===== config.mk =====
export PLATFORM = sky130hd
export DESIGN_NAME = ibus_frame_receiver
export DESIGN_NICKNAME = d
export VERILOG_FILES = /design/src/rtl/ibr_pkg.sv /design/src/rtl/ibr_ram.sv /design/src/rtl/ibus_frame_receiver.sv
export SDC_FILE = /design/constraint.sdc
export NUM_CORES = 1
export LEC_CHECK = 0
export ABC_AREA = 1
export BUFFER_PORTS_ARGS = -buffer_cell sky130_fd_sc_hd__buf_2
export CORE_ASPECT_RATIO = 1.4
export CORE_UTILIZATION = 60
export DETAILED_ROUTE_END_ITERATION = 10
export PLACE_DENSITY = 0.82
export SYNTH_ARGS = -nofsm -noshare
export SYNTH_HDL_FRONTEND = slang
export SYNTH_SLANG_ARGS = --single-unit

===== constraint.sdc =====
create_clock -name clock -period 6.3 [get_ports clock]
set_clock_uncertainty 0.2 [all_clocks]
set_input_delay 1.26 -clock clock [delete_from_list [all_inputs] [get_ports clock]]
set_output_delay 1.26 -clock clock [all_outputs]
set_load 0.005 [all_outputs]

===== src/rtl/ibr_pkg.sv =====
// Package for the serial-bus frame receiver.
// Holds the request, response and register-index definitions shared by the RTL and checker.
// No dependencies.
package ibr_pkg;

   // Frame geometry.
   localparam int unsigned FRAME_BYTES = 32;
   localparam int unsigned IDX_W       = $clog2(FRAME_BYTES);

   // Protocol constants.
   localparam logic [7:0]  HEADER_BYTE  = 8'h20;
   localparam logic [7:0]  COMMAND_BYTE = 8'h40;
   localparam logic [15:0] CHECK_BASE   = 16'hFFFF;

   // Configuration register indexes.
   localparam int unsigned CSR_IDX_W  = 2;
   localparam int unsigned CSR_DATA_W = 8;
   localparam logic [CSR_IDX_W-1:0] CSR_RX_ENABLE      = 2'd0;
   localparam logic [CSR_IDX_W-1:0] CSR_FORWARD_ENABLE = 2'd1;

   // Input word: one received byte with its error flag.
   typedef struct packed {
      logic [7:0] rx_byte;
      logic       rx_error;
   } req_type;

   // Output word: one replayed frame byte or a status word.
   typedef struct packed {
      logic [7:0] frame_byte;
      logic [4:0] byte_index;
      logic       status;
      logic       last;
   } rsp_type;

endpackage


===== src/rtl/ibr_ram.sv =====
// Generic simple dual-port RAM with a registered read port.
// One write port and one read port; no dependencies.
module ibr_ram #(
   parameter int unsigned WIDTH = 8,
   parameter int unsigned DEPTH = 32
) (
   input  logic                     clock,
   input  logic                     wr_en,
   input  logic [$clog2(DEPTH)-1:0] wr_addr,
   input  logic [WIDTH-1:0]         wr_data,
   input  logic                     rd_en,
   input  logic [$clog2(DEPTH)-1:0] rd_addr,
   output logic [WIDTH-1:0]         rd_data
);

   logic [WIDTH-1:0] mem_ff [DEPTH];
   logic [WIDTH-1:0] rd_data_ff;

   // Write port.
   always_ff @(posedge clock) begin
      if (wr_en) begin
         mem_ff[wr_addr] <= wr_data;
      end
   end

   // Read port; data appears in the cycle after the request and then holds.
   always_ff @(posedge clock) begin
      if (rd_en) begin
         rd_data_ff <= mem_ff[rd_addr];
      end
   end

   assign rd_data = rd_data_ff;

endmodule


===== src/rtl/ibus_frame_receiver.sv =====
// Top level of the serial-bus frame receiver.
// Depends on ibr_pkg and ibr_ram.
//
// The receiver takes one input word per clock while it is idle. A header byte starts a
// 32-byte frame which is written into a 32-entry frame memory while the checksum and the
// command byte are tracked in registers. On the final byte the frame is judged at once: a
// frame with a good command byte and a bad checksum gives one status word, a good frame
// (with forwarding enabled) is replayed from the memory's read port as 32 output words,
// one per cycle while the output is not stalled, after a single priming read. No input
// word is accepted during a replay or while a status word waits to be loaded. The output
// register lets the next input word be accepted while the last output word still waits.
module ibus_frame_receiver (
   input  logic                             clock,
   input  logic                             reset,
   input  logic                             req_valid,
   output logic                             req_ready,
   input  ibr_pkg::req_type                 req_data,
   output logic                             rsp_valid,
   input  logic                             rsp_ready,
   output ibr_pkg::rsp_type                 rsp_data,
   input  logic                             csr_valid,
   output logic                             csr_ready,
   input  logic [ibr_pkg::CSR_IDX_W-1:0]    csr_index,
   input  logic [ibr_pkg::CSR_DATA_W-1:0]   csr_wdata
);
   import ibr_pkg::*;

   typedef enum logic [3:0] {
      ST_IDLE  = 4'b0001,
      ST_STAT  = 4'b0010,
      ST_PRIME = 4'b0100,
      ST_OUT   = 4'b1000
   } state_type;

   localparam logic [IDX_W-1:0] LAST_IDX = IDX_W'(FRAME_BYTES - 1);
   localparam logic [IDX_W-1:0] LOW_IDX  = IDX_W'(FRAME_BYTES - 2);
   localparam logic [IDX_W-1:0] CMD_IDX  = IDX_W'(1);

   state_type        state_ff, state_in;
   logic             rx_enable_ff, rx_enable_in;
   logic             fwd_enable_ff, fwd_enable_in;
   logic             in_frame_ff, in_frame_in;
   logic [IDX_W-1:0] count_ff, count_in;
   logic [15:0]      sum_ff, sum_in;
   logic             cmd_ok_ff, cmd_ok_in;
   logic [7:0]       low_ff, low_in;
   logic [IDX_W-1:0] rd_idx_ff, rd_idx_in;
   logic             rsp_valid_ff, rsp_valid_in;
   rsp_type          rsp_data_ff, rsp_data_in;

   logic             req_fire;
   logic             csr_fire;
   logic             rsp_free;
   logic             wr_en;
   logic             rd_en;
   logic [IDX_W-1:0] rd_addr;
   logic [7:0]       rd_data;
   logic [15:0]      expect_sum;
   logic [15:0]      got_sum;

   assign req_ready = (state_ff == ST_IDLE);
   assign req_fire  = req_valid && req_ready;
   assign csr_ready = 1'b1;
   assign csr_fire  = csr_valid && csr_ready;
   assign rsp_free  = !rsp_valid_ff || rsp_ready;

   assign rsp_valid = rsp_valid_ff;
   assign rsp_data  = rsp_data_ff;

   // Checksum comparison on the final byte; that byte is the high half of the word.
   assign expect_sum = CHECK_BASE - sum_ff;
   assign got_sum    = {req_data.rx_byte, low_ff};

   // Frame memory write: header while hunting, any clean byte inside a frame.
   // The count is zero while hunting, so it addresses both cases.
   assign wr_en = req_fire && rx_enable_ff &&
                  ((!in_frame_ff && !req_data.rx_error && req_data.rx_byte == HEADER_BYTE) ||
                   (in_frame_ff && !req_data.rx_error));

   ibr_ram #(
      .WIDTH (8),
      .DEPTH (FRAME_BYTES)
   ) u_frame_ram (
      .clock   (clock),
      .wr_en   (wr_en),
      .wr_addr (count_ff),
      .wr_data (req_data.rx_byte),
      .rd_en   (rd_en),
      .rd_addr (rd_addr),
      .rd_data (rd_data)
   );

   // Frame collection, configuration and replay sequencing.
   always_comb begin
      state_in      = state_ff;
      rx_enable_in  = rx_enable_ff;
      fwd_enable_in = fwd_enable_ff;
      in_frame_in   = in_frame_ff;
      count_in      = count_ff;
      sum_in        = sum_ff;
      cmd_ok_in     = cmd_ok_ff;
      low_in        = low_ff;
      rd_idx_in     = rd_idx_ff;
      rsp_valid_in  = rsp_valid_ff;
      rsp_data_in   = rsp_data_ff;
      rd_en         = 1'b0;
      rd_addr       = rd_idx_ff;

      // The output word leaves when the sink takes it.
      if (rsp_valid_ff && rsp_ready) begin
         rsp_valid_in = 1'b0;
      end

      // Register writes; clearing the receive enable drops any partial frame.
      if (csr_fire) begin
         if (csr_index == CSR_RX_ENABLE) begin
            rx_enable_in = csr_wdata[0];
            if (!csr_wdata[0]) begin
               in_frame_in = 1'b0;
               count_in    = '0;
               sum_in      = '0;
            end
         end else if (csr_index == CSR_FORWARD_ENABLE) begin
            fwd_enable_in = csr_wdata[0];
         end
      end

      unique case (state_ff)
         ST_IDLE: begin
            if (req_fire && rx_enable_ff) begin
               if (!in_frame_ff) begin
                  if (!req_data.rx_error && req_data.rx_byte == HEADER_BYTE) begin
                     in_frame_in = 1'b1;
                     count_in    = IDX_W'(1);
                     sum_in      = {8'd0, req_data.rx_byte};
                  end
               end else if (req_data.rx_error) begin
                  in_frame_in = 1'b0;
                  count_in    = '0;
                  sum_in      = '0;
               end else if (count_ff == LAST_IDX) begin
                  // Final byte: judge the frame and resume hunting.
                  in_frame_in = 1'b0;
                  count_in    = '0;
                  sum_in      = '0;
                  if (cmd_ok_ff) begin
                     if (expect_sum != got_sum) begin
                        state_in = ST_STAT;
                     end else if (fwd_enable_ff) begin
                        state_in = ST_PRIME;
                     end
                  end
               end else begin
                  count_in = count_ff + IDX_W'(1);
                  if (count_ff < LOW_IDX) begin
                     sum_in = sum_ff + {8'd0, req_data.rx_byte};
                  end
                  if (count_ff == CMD_IDX) begin
                     cmd_ok_in = (req_data.rx_byte == COMMAND_BYTE);
                  end
                  if (count_ff == LOW_IDX) begin
                     low_in = req_data.rx_byte;
                  end
               end
            end
         end
         ST_STAT: begin
            if (rsp_free) begin
               rsp_valid_in           = 1'b1;
               rsp_data_in.frame_byte = '0;
               rsp_data_in.byte_index = '0;
               rsp_data_in.status     = 1'b1;
               rsp_data_in.last       = 1'b1;
               state_in               = ST_IDLE;
            end
         end
         ST_PRIME: begin
            // First read of the replay; its data is ready next cycle.
            rd_en     = 1'b1;
            rd_addr   = '0;
            rd_idx_in = '0;
            state_in  = ST_OUT;
         end
         ST_OUT: begin
            // Load the byte on hand and fetch the next one in the same cycle.
            if (rsp_free) begin
               rsp_valid_in           = 1'b1;
               rsp_data_in.frame_byte = rd_data;
               rsp_data_in.byte_index = 5'(rd_idx_ff);
               rsp_data_in.status     = 1'b0;
               rsp_data_in.last       = (rd_idx_ff == LAST_IDX);
               if (rd_idx_ff == LAST_IDX) begin
                  state_in = ST_IDLE;
               end else begin
                  rd_en     = 1'b1;
                  rd_addr   = rd_idx_ff + IDX_W'(1);
                  rd_idx_in = rd_idx_ff + IDX_W'(1);
               end
            end
         end
         default: begin
            state_in = ST_IDLE;
         end
      endcase
   end

   // Control registers.
   always_ff @(posedge clock) begin
      if (reset) begin
         state_ff      <= ST_IDLE;
         rx_enable_ff  <= 1'b0;
         fwd_enable_ff <= 1'b1;
         in_frame_ff   <= 1'b0;
         count_ff      <= '0;
         sum_ff        <= '0;
         rsp_valid_ff  <= 1'b0;
      end else begin
         state_ff      <= state_in;
         rx_enable_ff  <= rx_enable_in;
         fwd_enable_ff <= fwd_enable_in;
         in_frame_ff   <= in_frame_in;
         count_ff      <= count_in;
         sum_ff        <= sum_in;
         rsp_valid_ff  <= rsp_valid_in;
      end
   end

   // Payload registers.
   always_ff @(posedge clock) begin
      cmd_ok_ff   <= cmd_ok_in;
      low_ff      <= low_in;
      rd_idx_ff   <= rd_idx_in;
      rsp_data_ff <= rsp_data_in;
   end

endmodule


## Word level (Yosys, flattened, before mapping)

Memory sizes are Yosys's and may differ from the RTL's. A register that Yosys moved wholly into a read port is not among the register bits.
Cells that the tools add are included.

| storage, ports and cells | value |
|---|---|
| register bits after elaboration | 58 |
| latch bits | 0 |
| memory bits (writable) | 256 |
| ROM bits | 0 |
| input bits | 24 |
| output and inout port bits | 18 |
| word-level logic and storage cells | 119 |
| memories kept | 1 |

| operators by class | value |
|---|---|
| add/subtract/negate cells | 4 |
| $mul | 0 |
| divide/modulo/power cells | 0 |
| order comparisons | 1 |
| equality and inequality tests | 21 |
| shifts and indexed selects | 0 |
| mux-type cells | 53 |
| bitwise operators | 3 |
| reductions and logical operators | 22 |

Memory list:

| name | words | bits a word | read ports | clocked after Yosys merged registers in | write ports | line | source |
|---|---|---|---|---|---|---|---|
| u_frame_ram.mem_ff | 32 | 8 | 1 | 1 | 1 | ibr_ram.sv:16 | `logic [WIDTH-1:0] mem_ff [DEPTH];` |

Operators by type and width:

| kind | count |
|---|---|
| two-way mux 16 bit | 10 |
| two-way mux 5 bit | 11 |
| two-way mux 4 bit | 10 |
| two-way mux 15 bit | 2 |
| one-hot mux 15 bit (2 select lines) | 1 |
| adder 16 x 8 -> 16 bit | 1 |
| two-way mux 1 bit | 16 |
| inequality test 16 bit | 1 |
| one-hot mux 4 bit (4 select lines) | 1 |
| subtractor 16 bit, first input constant | 1 |
| equality test 5 bit, second input constant | 3 |
| AND reduction 6 bit | 2 |
| adder 5 x 1 -> 5 bit, second input constant | 2 |
| one-hot mux 5 bit (2 select lines) | 1 |
| AND reduction 9 bit | 1 |
| equality test 8 x 6 -> 1 bit, second input constant | 1 |
| equality test 8 x 7 -> 1 bit, second input constant | 1 |
| logical AND 1 bit | 8 |
| inequality test 2 x 1 -> 1 bit, second input constant | 4 |
| inequality test 2 bit, second input constant | 4 |
| AND reduction 3 bit | 2 |
| equality test 5 x 1 -> 1 bit, second input constant | 1 |
| < comparator 5 bit, second input constant | 1 |
| equality test 4 x 1 -> 1 bit, second input constant | 1 |
| 13 further kinds | 18 |

## Depth between registers and ports, before layout

| depth | value |
|---|---|
| depth after elaboration | 9 |
| mapped depth | 16 |
| gate-level depth less buffers | 13 |

## Modules after synthesis

From an unflattened synthesis, not the netlist that was laid out.

| second synthesis, totals | value |
|---|---|
| cells, all modules | 1,483 |
| area, all modules | 14,629.0 µm² |

Modules (own cells, without submodules):

| module | instances | cells each | area an instance (µm²) | sequential area each (µm²) |
|---|---|---|---|---|
| ibr_ram | 1 | 922 | 10,866.7 | 7,927.6 |
| ibus_frame_receiver | 1 | 561 | 3,762.4 | 1,401.3 |

## Worst setup path before layout

OpenSTA, ideal clock, no wires.

| timing | value |
|---|---|
| path kind | input to register |
| start point | input port req_data[1] (netlist bit) |
| end point | register sum_ff[8] |
| library setup time | 0.116 ns |
| data arrival time | 2.655 ns |
| required time | 5.984 ns |
| setup slack | 3.329 ns |
| stages | 9 |
| path buffers | 0 |
| cell sequence | ha_1 > fa_1 > nand2_1 > o21ai_0 > a21oi_1 > o21ai_0 > nand2_1 > o21ai_0 > and3_1 |

| between the ends | value |
|---|---|
| longest elaborated chain between the ends | 7 |
| elaborated cells on any way between the ends | 10 |
| those cells by class | add/sub (1); eq/ne (1); mux (7); reduce/logical (1) |

RTL lines:

| what | line | source |
|---|---|---|
| start, declared | ibus_frame_receiver.sv:17 | `input ibr_pkg::req_type req_data,` |
| adder 16 x 8 -> 16 bit | ibus_frame_receiver.sv:156 | `sum_in = sum_ff + {8'd0, req_data.rx_byte};` |
| two-way mux 16 bit | ibus_frame_receiver.sv:155 | `if (count_ff < LOW_IDX) begin` |
| two-way mux 16 bit | ibus_frame_receiver.sv:141 | `end else if (count_ff == LAST_IDX) begin` |
| two-way mux 16 bit | ibus_frame_receiver.sv:137 | `end else if (req_data.rx_error) begin` |
| two-way mux 16 bit (*) | ibus_frame_receiver.sv:131 | `if (!in_frame_ff) begin` |
| two-way mux 16 bit (*) | ibus_frame_receiver.sv:130 | `if (req_fire && rx_enable_ff) begin` |
| two-way mux 16 bit (*) | ibus_frame_receiver.sv:128 | `unique case (state_ff)` |
| end signal, assigned | ibus_frame_receiver.sv:223 | `sum_ff <= sum_in;` |
| end, declared | ibus_frame_receiver.sv:44 | `logic [15:0] sum_ff, sum_in;` |

Mark *: on every way between the ends. The rest lies on a longest branch, timed or not.
A chain may end at the register's enable or synchronous reset.

## Final worst setup path

| timing | value |
|---|---|
| start point | input port rsp_ready |
| end point | register u_frame_ram.rd_data_ff[1] (netlist: u_frame_ram.rd_data[1]), read port of u_frame_ram.mem_ff (data pin) |

| between the ends | value |
|---|---|
| longest elaborated chain between the ends | 3 |
| elaborated cells on any way between the ends | 5 |
| those cells by class | mux (4); reduce/logical (1) |

RTL lines:

| what | line | source |
|---|---|---|
| start, declared | ibus_frame_receiver.sv:19 | `input logic rsp_ready,` |
| logical OR 1 bit (*) | ibus_frame_receiver.sv:65 | `assign rsp_free = !rsp_valid_ff \|\| rsp_ready;` |
| two-way mux 5 bit / two-way mux 1 bit (equally long branches) | n/a |  |
| one-hot mux 5 bit (2 select lines) / one-hot mux 1 bit (2 select lines) (equally long branches) | n/a |  |
| end, declared | ibr_ram.sv:17 | `logic [WIDTH-1:0] rd_data_ff;` |

Marked as above.

==> reports/results.ini <==
[status]
status = finished clean

[floorplanning]
core_mm2 = 0.02476
io_pins = 42
die_h_um = 190.0
die-area_mm2 = 0.02590
die_w_um = 136.3
row_count = 68
initial_core_util_pct = 61.19

[timing]
fmax_mhz = 249.0
setup_slack_ps = 2283
slew_viol_final = 0
max_slew_margin_pct = 22.21
period_minus_slack_ps = 4017
fin_crit_sh_pct = 63.76
rsz0062_at_grt = no
worst_pin_slew_ps = 1167
final-hold-violation-count = 0
finalSetupTns_ps = 0
finalSetupViolCount = 0

[clock_tree]
cts.clk_slew.worst_paths_ps = 70
cts_buffer_depth = 3
cts_resized = 0
clock-sinks = 322
worstSkewPairLatency_ps = 550
cts_tree = done
cts_max_level = 1
cts_setup_buffers = 0
root_buffer = clkbuf_16
cts_hold_buf = 0
cts_buffers = 29

[drt]
avgViaCountPerCell = 5.864
routed_wl_um = 34670
wl_per_cell_um = 18.58
drc = 0
antenna_left = 0
drt_first_pass_iters = 6
via_count = 10940
drt_iter0_drc = 1109

[worst_setup_path]
start_kind = primary input
slowest_delay_ps = 660
cpLargestDelayFamily = buffers and inverters
reg2reg_slack_ps = 2570
path_class = in -> reg
arrival_ps = 4100
crit_fanout = 73
crit_top_cell = nand2_1
cp_cell_sequence = buf_2, inv_1, nand2_1, nand3_2, o21ai_4, buf_4, buf_4, nand3b_1, nand3_1, nand3_1, nand3_1, nand2_1, nand2_1, nand2_1
r2r-start = rd_idx_ff[1]
end_kind = register
cp.depth = 14
slowest_stage = buf_4
crit_buf_inv = 4
reg2reg_depth = 13
r2r-end = u_frame_ram.rd_data[1]
required_ps = 6380

[grt]
overflow = 0
track_usage_pct = 27.61
grt_max_degree = 105
grt_pass1_wl_um = 54210
grt_pass1_vias = 10870
antenna_found_initial = 0

[layout]
drive_above_1_share_pct = 7.930
num-fill-cells = 1716
area_growth_pct = 8.077
regArea_mm2 = 0.009329
n_antenna_cell = 0
multiInputGateArea_mm2 = 0.004508
final_nets = 1569
fin_area_mm2 = 0.01637

[place]
gp_congestion = 0.8866
placed_cell_area_mm2 = 0.01542
numPortBuffers = 33
place_ws_ps = 1820
dp_hpwl_um = 20360

[logic_synthesis]
synth_cells = 1527
synth-seq-cells = 322
synth_cell_type_count = 38
ys_warn_count = 0
ys_seq_area_share_pct = 61.58
synthArstFlopShare_pct = 0
syn-num-nets = 1567
synth_flop_cell = edfxtp_1
avgSynthCellArea_um2 = 9.921
syn_area_mm2 = 0.01515
synth_edf_count = 288

[hold_path]
min_from = fwd_enable_ff
min_delay_worst_endpoint = fwd_enable_ff
whs_path_depth = 2
hold_path_class = reg -> reg

[pwr]
total_power_mw = 4.287
power_density_mw_per_mm2 = 261.9
ir_drop_mv = 0.2594
p_leak_nw = 6.588

[flow_run]
max_cap_viol_count = 0

cells in the mapped netlist (2+ instances only):
library cell / n / share of area, %
nand3_1: 311 / 10
ha_1: 15 / 1.2
dfxtp_1: 34 / 4.5
inv_2: 10 / 0.25
clkbuf_1: 10 / 0.25
a21oi_1: 32 / 1.1
nand3_2: 4 / 0.26
edfxtp_1: 288 / 57
o21a_1: 2 / 0.099
o21ai_2: 3 / 0.17
nor3_1: 9 / 0.30
o22ai_1: 3 / 0.12
nand2_1: 268 / 6.6
nand4_1: 8 / 0.33
buf_2: 55 / 1.8
nor2_4: 4 / 0.30
nand3b_1: 83 / 4.1
buf_4: 5 / 0.25
inv_1: 239 / 5.9
nor2_2: 4 / 0.17
or2_2: 3 / 0.12
xor2_1: 14 / 0.81
nor3b_1: 2 / 0.099
o21ai_0: 19 / 0.63
nor2_1: 77 / 1.9
nand2_2: 5 / 0.21
o21ai_1: 4 / 0.13
a31oi_1: 2 / 0.083
xnor2_1: 2 / 0.12
buf_6: 4 / 0.30
cells by family after synthesis:
group / after synthesis / share of synthesized area (%)
other cells: 1 / 0.02475
buf+inv: 323 / 8.779
compound gates: 68 / 2.478
flops: 322 / 61.58
xor+xnor: 16 / 0.9250
simple gates: 781 / 24.84
fa+ha+maj: 16 / 1.371
layout make-up:
class,count,area share (%)
multi-input cells,882,27.53
clock inverters,18,1.184
inverters,249,5.708
well taps,315,2.407
repair buffers,45,1.559
flip-flops and latches,322,56.98
clock buffers,35,4.631
power by group:
part | switching (mW) | internal [mW] | total [mW] | leakage [nW]
clock network | 0.751 | 1.02 | 1.77 | 0.465
registers | 0.00931 | 2.34 | 2.34 | 2.86
logic | 0.125 | 0.0469 | 0.172 | 3.27
layer usage:
layer	GRT usage, %	vias to the layer above	wire length (um)
met4	18.33	0	2190
met1	31.06	5186	12000
met2	48.65	499	18170
li1	-	5113	-
met5	0	-	0
met3	3.384	145	2318
sequential cells by signal, summed over array words and instances (netlist names):
register and cells:
sum_ff 16, cmd_ok_ff 1, low_ff 8, count_ff 5, in_frame_ff 1, u_frame_ram.rd_data 8
rsp_data 15, state_ff 4, rd_idx_ff 5, rx_enable_ff 1, u_frame_ram.mem_ff 256, rsp_valid 1
fwd_enable_ff 1
stage by stage:
step                      std cells  hold slack, ps  util, %
after CTS                      1866           274.3    66.13
after global placement         1813           246.6    62.29
after global routing           1866           306.1    66.13
after detailed placement       1813           258.7    62.29
after floorplan                1527           233.5        -
final                          1866           269.0    66.13
worst max path at each step:
stage           startpoint                     end  slack, ps
2_1_floorplan  req_data[1]               sum_ff[8]       3330
3_3_place_gp     rsp_ready  u_frame_ram.rd_data[0]       1900
3_5_place_dp     rsp_ready  u_frame_ram.rd_data[1]       1820
4_1_cts          rsp_ready  u_frame_ram.rd_data[1]       2350
5_1_grt          rsp_ready  u_frame_ram.rd_data[1]       2120
6_report         rsp_ready  u_frame_ram.rd_data[1]       2280
cell usage in the layout, fill, tap and decap left out, drive strengths merged, types with 2 or more instances in the layout:
cell      Yosys  routed
clkinv        0      12
edfxtp      288     288
ha           15      15
o21ai        26      26
xnor2         2       2
nor3          9       9
nor3b         2       2
nor2         85      85
a31oi         2       2
buf          64      45
nand3b       83      83
inv         249     249
or2           4       4
a21oi        32      32
o22ai         4       4
clkbuf       10      35
xor2         14      14
nand4         8       8
bufinv        0       4
clkinvlp      0       2
nand3       315     315
dfxtp        34      34
nand2       273     273
o21a          2       2
tightest hold or removal path: stages, from the launching register on:
cell and delay (ps):
dfxtp_1 320, a21oi_1 60, o21ai_0 60
No activity file was read; power rests on OpenSTA's default activity.
